===== config.mk =====
export PLATFORM = sky130hd
export DESIGN_NAME = rpa_ram
export DESIGN_NICKNAME = d
export VERILOG_FILES = /design/src/rtl/rpa_ram.sv
export SDC_FILE = /design/constraint.sdc
export NUM_CORES = 1
export LEC_CHECK = 0
export BUFFER_PORTS_ARGS = -buffer_cell sky130_fd_sc_hd__buf_2
export CAP_MARGIN = 5
export CORE_MARGIN = 2
export CORE_UTILIZATION = 50
export DETAILED_ROUTE_END_ITERATION = 8
export HOLD_SLACK_MARGIN = 0.03
export MAX_ROUTING_LAYER = met4
export PLACE_DENSITY = 0.79
export SYNTH_ARGS = -nofsm -noshare
export SYNTH_HDL_FRONTEND = slang
export SYNTH_SLANG_ARGS = --single-unit

===== constraint.sdc =====
create_clock -name clk -period 1.83 [get_ports clk]
set_input_delay 0.183 -clock clk [delete_from_list [all_inputs] [get_ports clk]]
set_output_delay 0.183 -clock clk [all_outputs]
set_load 0.005 [all_outputs]

===== src/rtl/rpa_ram.sv =====
// Single-port-write, single-port-read synchronous RAM with registered read data.
`default_nettype none
module rpa_ram #(
    parameter int WIDTH = 8,
    parameter int DEPTH = 2
) (
    input  wire logic                     clk,
    input  wire logic                     we,
    input  wire logic [$clog2(DEPTH)-1:0] waddr,
    input  wire logic [WIDTH-1:0]         wdata,
    input  wire logic [$clog2(DEPTH)-1:0] raddr,
    output logic      [WIDTH-1:0]         rdata
);

    logic [WIDTH-1:0] mem [DEPTH];

    always_ff @(posedge clk)
    begin
        if (we)
        begin
            mem[waddr] <= wdata;
        end
        rdata <= mem[raddr];
    end

endmodule
`default_nettype wire


==> flow_summary.yaml <==
placement:
  portBuffers: 19
  pre_cts_slack_ns: 0.591
  place_congestion: 0.653
route:
  antenna_left: 0
  initialDrtViolationCount: 2
  wire_per_inst_um: 12.0
  routed_wirelength_um: 863
  firstDrtPassIters: 3
  vias: 341
  via_per_inst: 4.74
  drc: 0
cts:
  cts_buffers: 3
  cts_root_buffer: "clkbuf_4"
  postCtsSetupBuffers: 0
  cts_resized: 0
  cts_sinks: 24
  path_clk_slew_ns: 0.11
  cts_hold_buf: 0
  cts_tree: "built"
  insertion_delay_ns: 0.29
  htreeDepth: 1
  clock_path_buffers: 2
grt:
  grt_antenna_before_repair: 0
  grt_pass1_vias: 328
  grt_usage_pct: 10.2
  grt_max_degree: 13
  grt_pass1_wl_um: 1330
  grt-ovfl-total: 0
worst_setup_path:
  crit_path_end_kind: "primary output"
  start_kind: "flop"
  path_delay_family: "flip-flops"
  cp_slowest_cell: "dfxtp_1"
  crit_path_max_fanout: 1
  crit_required_ns: 1.65
  critical_path_class: "flop to primary output"
  worst-path-buf-inv: 1
  path_cells: "buf_2"
  crit_arrival_ns: 0.72
  slowest_delay_ns: 0.32
synthesis:
  synth_top_area_cell: "edfxtp_1"
  ys_types: 6
  yosysWarnings: 0
  syn-mean-instance-area_um2: 22.4
  synth_top_family_by_area: "multiplexers"
  netlist_area_um2: 785
  yosysMostFrequentCell: "edfxtp_1"
  synth_commonest_cells: "edfxtp_1 (16), dfxtp_1 (8), mux2_4 (8)"
  synth_xor_area_share_pct: 0
  synthMuxAreaShare_pct: 15.3
  synth.net_count: 47
  syn_inst: 35
  synth-simple-area-share_pct: 1.59
  synth_compound_area_share_pct: 0
  ys_async_sr_fraction_pct: 0
  synth_fa_ha_area_share_pct: 0
  synth_edf_count: 16
  synth-seq-area-share_pct: 81.7
  synth.ff_latch_count: 24
  synth_top_area_share_pct: 61.2
  synthTopCellsByArea: "edfxtp_1 (61%), dfxtp_1 (20%), mux2_4 (15%)"
  yosys_most_used_dff: "edfxtp_1"
layout:
  nets: 70
  drive_gt1_share_pct: 53.6
  fill_cells: 106
  area_delta_synth_final_pct: 16.1
  antenna_cells: 0
floorplanning:
  io_pins: 20
  rows: 14
  dieArea_um2: 1900
  coreArea_um2: 1490
  die_w_um: 43.6
  die_h_um: 43.6
  start_util_pct: 52.7
power_and_ir_drop:
  p_leak_nw: 0.377
  power_w: 0.000907
  power.density_nw_per_um2: 996
  max-vdd-ir-drop_uv: 567
timing:
  worstMarginPinSlew_ns: 0.686
  hold_violations: 0
  fin_crit_sh_pct: 49.5
  setup_ws_ns: 0.924
  fin_tns_setup_ns: 0
  slew_viol_final: 0
  slew-limit-headroom_pct: 54.2
  finClkSkew_ns: 0.000416
  hold_slack_ns: 0.0666
  final.min_clock_period_ns: 0.906
  fmax_ghz: 1.10
  finalSetupViolCount: 0
  rsz0062_at_grt: "no"
outcome:
  status: "finished, final reports clean"
worst_hold_path:
  min_path_type: "primary input to flop"
flow_run:
  drv_cap: 0
[layer usage]
metal	part of all wire, %	global-route usage (%)	wire length, µm	vias to the layer above
met5	0	-	0	-
met4	0	7.27	0	0
met3	8.9	3.33	77	0
met2	47	15.9	404	16
met1	44	10.8	381	154
li1	-	-	-	171
[cell type report]
class | instances | area (µm²) | share of cell area (%)
flip-flops and latches | 24 | 641 | 70.3
multi-input cells | 10 | 133 | 14.6
well taps | 16 | 20.0 | 2.20
repair buffers | 19 | 95.1 | 10.4
clock buffers | 3 | 22.5 | 2.47
[worst paths after layout]
check,from,to,slack (ns),cells after the start
worst max-delay path,rdata[2]$_DFF_P_,rdata[2],0.92,1
worst min-delay path,wdata[2],mem[0][2]$_DFFE_PP_,0.07,1
worst max register to register,mem[0][7]$_DFFE_PP_,rdata[7]$_DFF_P_,1.07,1
worst min register to register,mem[0][5]$_DFFE_PP_,rdata[5]$_DFF_P_,0.48,1
[cells by family after synthesis]
group,after synthesis
and+or+nand+nor,2
DFF,24
buffers and inverters,1
muxes,8
[power breakdown]
group | total, W | internal, W | switching [W]
Sequential | 0.000629 | 0.000621 | 0.00000870
Clock | 0.000209 | 0.0000766 | 0.000132
Combinational | 0.0000694 | 0.0000430 | 0.0000264
[state kept, by name (all words and copies together), names as in the netlist]
signal / flops
mem: 16
rdata: 8
[per-stage QoR]
step / util (%) / cells / instance area, µm²
2_1_floorplan: - / 35 / 785
3_3_place_gp: 59.7 / 69 / 888
6_report: 61.2 / 72 / 911
5_1_grt: 61.2 / 72 / 911
3_5_place_dp: 59.7 / 69 / 888
4_1_cts: 61.2 / 72 / 911
[cells in the final DEF, fill, tap and decap left out, drive strengths merged]
master  count
edfxtp     16
mux2        8
clkbuf      3
dfxtp       8
buf        19
and2        1
nor2b       1
Power figures use the tool's default switching activity.
