==> src/rtl/rpa_pkg.sv <==
// Types and constants shared by the page allocator files.
`default_nettype none
package rpa_pkg;

    localparam int ADDR_W    = 32;
    localparam int CMD_W     = 3;
    localparam int STAT_W    = 3;
    localparam int CNT_OUT_W = 8;
    localparam int CFG_IDX_W = 8;

    localparam logic [CMD_W-1:0] CMD_INIT  = 3'd0;
    localparam logic [CMD_W-1:0] CMD_ALLOC = 3'd1;
    localparam logic [CMD_W-1:0] CMD_FREE  = 3'd2;
    localparam logic [CMD_W-1:0] CMD_INC   = 3'd3;
    localparam logic [CMD_W-1:0] CMD_QUERY = 3'd4;

    localparam logic [STAT_W-1:0] ST_OK       = 3'd0;
    localparam logic [STAT_W-1:0] ST_OOM      = 3'd1;
    localparam logic [STAT_W-1:0] ST_BAD_ADDR = 3'd2;
    localparam logic [STAT_W-1:0] ST_DBL_FREE = 3'd3;
    localparam logic [STAT_W-1:0] ST_NOT_REF  = 3'd4;
    localparam logic [STAT_W-1:0] ST_OVERFLOW = 3'd5;

    localparam logic [CFG_IDX_W-1:0] CFG_REGION_BASE = 8'd0;
    localparam logic [CFG_IDX_W-1:0] CFG_KERNEL_END  = 8'd1;

    localparam logic [ADDR_W-1:0] REGION_BASE_RST = 32'h8000_0000;
    localparam logic [ADDR_W-1:0] KERNEL_END_RST  = 32'h8002_0000;

    typedef struct packed {
        logic [CMD_W-1:0]  command;
        logic [ADDR_W-1:0] address;
    } rpa_cmd_t;

    typedef struct packed {
        logic [STAT_W-1:0]    status;
        logic [ADDR_W-1:0]    page_address;
        logic [CNT_OUT_W-1:0] ref_count;
        logic                 page_released;
    } rpa_res_t;

    typedef struct packed {
        logic in_range;
        logic aligned;
        logic below_kernel;
        logic init_empty;
    } rpa_chk_t;

endpackage
`default_nettype wire

==> src/rtl/rpa_addr_check.sv <==
// Region limits, page index and init range derived from the address and configuration.
`default_nettype none
module rpa_addr_check
    import rpa_pkg::*;
#(
    parameter int NUM_PAGES = 32768,
    parameter int PAGE_BITS = 12
) (
    input  wire logic [ADDR_W-1:0]              region_base,
    input  wire logic [ADDR_W-1:0]              kernel_end,
    input  wire logic [ADDR_W-1:0]              address,
    output rpa_chk_t                            chk,
    output logic      [$clog2(NUM_PAGES)-1:0]   page_idx,
    output logic      [$clog2(NUM_PAGES)-1:0]   init_first,
    output logic      [$clog2(NUM_PAGES):0]     page_limit
);

    localparam int IDX_W = $clog2(NUM_PAGES);
    localparam logic [63:0] SPAN = 64'(NUM_PAGES) << PAGE_BITS;
    localparam logic [33:0] LIMIT34 = 34'h1_0000_0000;
    localparam logic [33:0] SPAN34 = (SPAN >= 64'h1_0000_0000) ? LIMIT34 : 34'(SPAN);
    localparam logic [ADDR_W-1:0] PG_MASK = 32'((64'd1 << PAGE_BITS) - 64'd1);
    localparam logic [33:0] PG_MASK34 = {2'b00, PG_MASK};

    logic [ADDR_W-1:0] base32;
    logic [ADDR_W-1:0] offset;
    logic [33:0]       base34;
    logic [33:0]       sum34;
    logic [33:0]       top34;
    logic [33:0]       addr34;
    logic [33:0]       kend34;
    logic [33:0]       start34;

    always_comb
    begin
        base32  = region_base & ~PG_MASK;
        base34  = {2'b00, base32};
        sum34   = base34 + SPAN34;
        top34   = (sum34 > LIMIT34) ? LIMIT34 : sum34;
        addr34  = {2'b00, address};
        offset  = address - base32;
        kend34  = ({2'b00, kernel_end} + PG_MASK34) & ~PG_MASK34;
        start34 = (kend34 < base34) ? base34 : kend34;

        chk.in_range     = (addr34 >= base34) && (addr34 < top34);
        chk.aligned      = (address & PG_MASK) == '0;
        chk.below_kernel = address < kernel_end;
        chk.init_empty   = start34 >= top34;

        page_idx   = IDX_W'(offset >> PAGE_BITS);
        init_first = IDX_W'((start34 - base34) >> PAGE_BITS);
        page_limit = (IDX_W + 1)'((top34 - base34) >> PAGE_BITS);
    end

endmodule
`default_nettype wire

==> config.mk <==
export PLATFORM = sky130hd
export DESIGN_NAME = rpa_addr_check
export DESIGN_NICKNAME = d
export VERILOG_FILES = /design/src/rtl/rpa_pkg.sv /design/src/rtl/rpa_addr_check.sv
export SDC_FILE = /design/constraint.sdc
export NUM_CORES = 1
export LEC_CHECK = 0
export BUFFER_PORTS_ARGS = -buffer_cell sky130_fd_sc_hd__buf_2
export CAP_MARGIN = 20
export CORE_ASPECT_RATIO = 0.8
export CORE_MARGIN = 1.5
export CORE_UTILIZATION = 44
export DETAILED_ROUTE_END_ITERATION = 8
export PLACE_DENSITY = 0.69
export RECOVER_POWER = 25
export SLEW_MARGIN = 20
export SYNTH_ARGS = -nofsm -noshare
export SYNTH_HDL_FRONTEND = slang
export SYNTH_SLANG_ARGS = --single-unit
export TNS_END_PERCENT = 100
==> constraint.sdc <==
create_clock -name vclk -period 12.2
set_clock_uncertainty 0.2 [all_clocks]
set_input_delay 0.61 -clock vclk [all_inputs]
set_output_delay 0.61 -clock vclk [all_outputs]
set_load 0.02 [all_outputs]
==> flow_summary.json <==
{
  "n_antenna_cell": 0,
  "hold_path.class": "in2out",
  "rows": 33,
  "critical_path.startpoint": "kernel_end[22]",
  "synth_fa_ha_area_share_pct": 34.6,
  "crit_arrival_ns": 6.96,
  "pwr-share-clk_pct": 0,
  "power_frac_comb_pct": 100.0,
  "p_int_uw": 126,
  "cp.required_ns": 11.39,
  "synth_fp_nets": 882,
  "port_buffers": 134,
  "grt_pass1_vias": 4927,
  "vias": 5389,
  "ir_worst_vdd_uv": 34.3,
  "dr.pass1.iters": 5,
  "power.switching_uw": 196,
  "wire_per_inst_um": 16.4,
  "design.seq.count": 0,
  "drv_cap": 0,
  "netlist_instances": 658,
  "synth-compound-area-share_pct": 26.5,
  "swShare_pct": 60.8,
  "cts_setup_buffers": 0,
  "placed_cells": 924,
  "die_w_um": 118,
  "clkbuf_count": 0,
  "max_slew.worst_pin.slew_ns": 0.660,
  "final_common_cell": "ha_1",
  "ys_warn_count": 0,
  "fmax_ghz": 0.129,
  "grt_max_degree": 21,
  "status": "finished clean",
  "seq_area_um2": 0,
  "final_layout_size_suffix_gt1_share_pct": 17.7,
  "synth_top_family_by_area": "adder cells",
  "crit_fanout": 18,
  "synthDistinctLibCells": 59,
  "critPathKind": "in2out",
  "finalCritPeriodShare_pct": 63.7,
  "grt_pass1_wl_um": 24000,
  "coreArea_um2": 10300,
  "cp-start-kind": "input pin",
  "detailed_place_hpwl_um": 13500,
  "vias_per_cell": 5.83,
  "area_growth_pct": 17.5,
  "maxSlewViolCount": 0,
  "rsz0062_at_grt": "no",
  "synth-xor-area-share_pct": 9.74,
  "grt_remaining_overflow": 0,
  "initialDrtViolationCount": 367,
  "die_y_um": 95.2,
  "start_util_pct": 45.5,
  "io_pins": 146,
  "endpoint_kind": "output pin",
  "layout.nets": 1010,
  "muxShareOfSynthArea_pct": 0.964,
  "max_slew_margin_pct": 56.0,
  "ctsHoldBuffers": 0,
  "hold_viol": 0,
  "dieArea_um2": 11300,
  "antenna_found_initial": 0,
  "yosys.area_share.simple_pct": 22.0,
  "final_cells": 924,
  "synth_area_um2": 4670,
  "grt.total_usage_pct": 25.9,
  "cts_resized": 0,
  "setup_viol": 0,
  "p_per_area_nw_per_um2": 58.6,
  "min_from": "region_base[16]",
  "p_leak_uw": 0.00283,
  "synth.yosys.seq_area_share_pct": 0,
  "fin_tns_setup_ns": 0,
  "place_area_um2": 5510,
  "finalInstanceArea_um2": 5490,
  "mostFrequentLayoutCells": "ha_1, buf_2, a21oi_1, inv_1, nand2_1",
  "drt_wl_total_um": 15100,
  "syn_avg_cell_area_um2": 7.10,
  "drc": 0,
  "routabilityCongestion": 0.926,
  "period_needed_ns": 7.77,
  "seq_power_share_pct": 0,
  "ant_nets": 0
}
[cell families after synthesis]
logic type                 Yosys count
adders and majority gates          128
and+or+nand+nor                    203
AOI/OAI and AO/OA                  194
xor gates and xnor gates            52
muxes                                4
buffers and inverters               77
[cell usage after synthesis, drive strengths merged (3+ instances only)]
master / n / share of area, %
a2111oi: 3 / 0.56
a211oi: 7 / 1.1
a21o: 25 / 4.0
a21oi: 77 / 8.2
a221oi: 3 / 0.56
a31oi: 5 / 0.67
and2: 3 / 0.40
and3: 5 / 0.67
clkbuf: 10 / 0.80
ha: 126 / 34
inv: 65 / 5.2
mux2: 4 / 0.96
nand2: 54 / 4.3
nand2b: 8 / 1.1
nand3: 25 / 2.7
nand4: 20 / 2.7
nor2: 32 / 2.6
nor2b: 8 / 1.1
nor3: 19 / 2.0
nor4: 13 / 1.7
o21a: 8 / 1.3
o21ai: 31 / 3.3
o21bai: 3 / 0.48
o31a: 3 / 0.56
o31ai: 6 / 0.96
or3: 5 / 0.78
xnor2: 41 / 7.7
xor2: 11 / 2.1
[final cells by class]
class	instances	area [um^2]
Multi-Input combinational cell	581	4390
Tap cell	140	175
Timing Repair Buffer	138	683
Fill cell	1047	4790
Inverter	65	244
[worst max-delay path, cell delays in order]
cell	delay, ns
buf_2	0.12
inv_1	0.07
or4_1	0.57
nor4b_1	0.46
nand2_1	0.26
nor3_1	0.32
xnor2_1	0.18
ha_1	0.28
a21o_1	0.16
a21oi_1	0.14
o21a_1	0.20
a21boi_1	0.18
buf_4	0.21
and2_1	0.58
a21oi_1	0.29
fa_1	0.50
a211oi_1	0.26
o21bai_1	0.11
a21oi_1	0.27
o21ai_0	0.18
o31ai_1	0.39
o21ai_0	0.19
xnor2_1	0.23
buf_2	0.20
[per-layer routing]
| layer | routed length, um | track usage [%] | share of wire (%) |
|---|---|---|---|
| met1 | 7660 | 39.3 | 51 |
| met2 | 6180 | 40.8 | 41 |
| met3 | 1170 | 2.27 | 7.7 |
| met4 | 119 | 2.74 | 0.79 |
| met5 | 0 | 0 | 0 |
[final timing paths]
kind	to	cells past startpoint
max	init_first[14]	24
min	page_limit[4]	3
[power groups by stage]
stage                     clock, uW  combinational [uW]  sequential [uW]
after detailed placement          0                 319                0
after global placement            0                 308                0
after CTS                         0                 320                0
final                             0                 322                0
after global routing              0                 356                0
after floorplan                   0                 219                0
[per-stage QoR]
| stage | total power, uW | worst slack, ns | util, % | hold WS, ns |
|---|---|---|---|---|
| after floorplan | 219 | 5.41 | - | 1.17 |
| after global placement | 308 | 4.63 | 53.6 | 1.37 |
| after detailed placement | 319 | 4.52 | 53.6 | 1.39 |
| after CTS | 320 | 4.47 | 53.6 | 1.39 |
| after global routing | 356 | 3.82 | 53.4 | 1.42 |
| final | 322 | 4.43 | 53.4 | 1.40 |
Note: power is estimated with default switching activity, not from simulation.
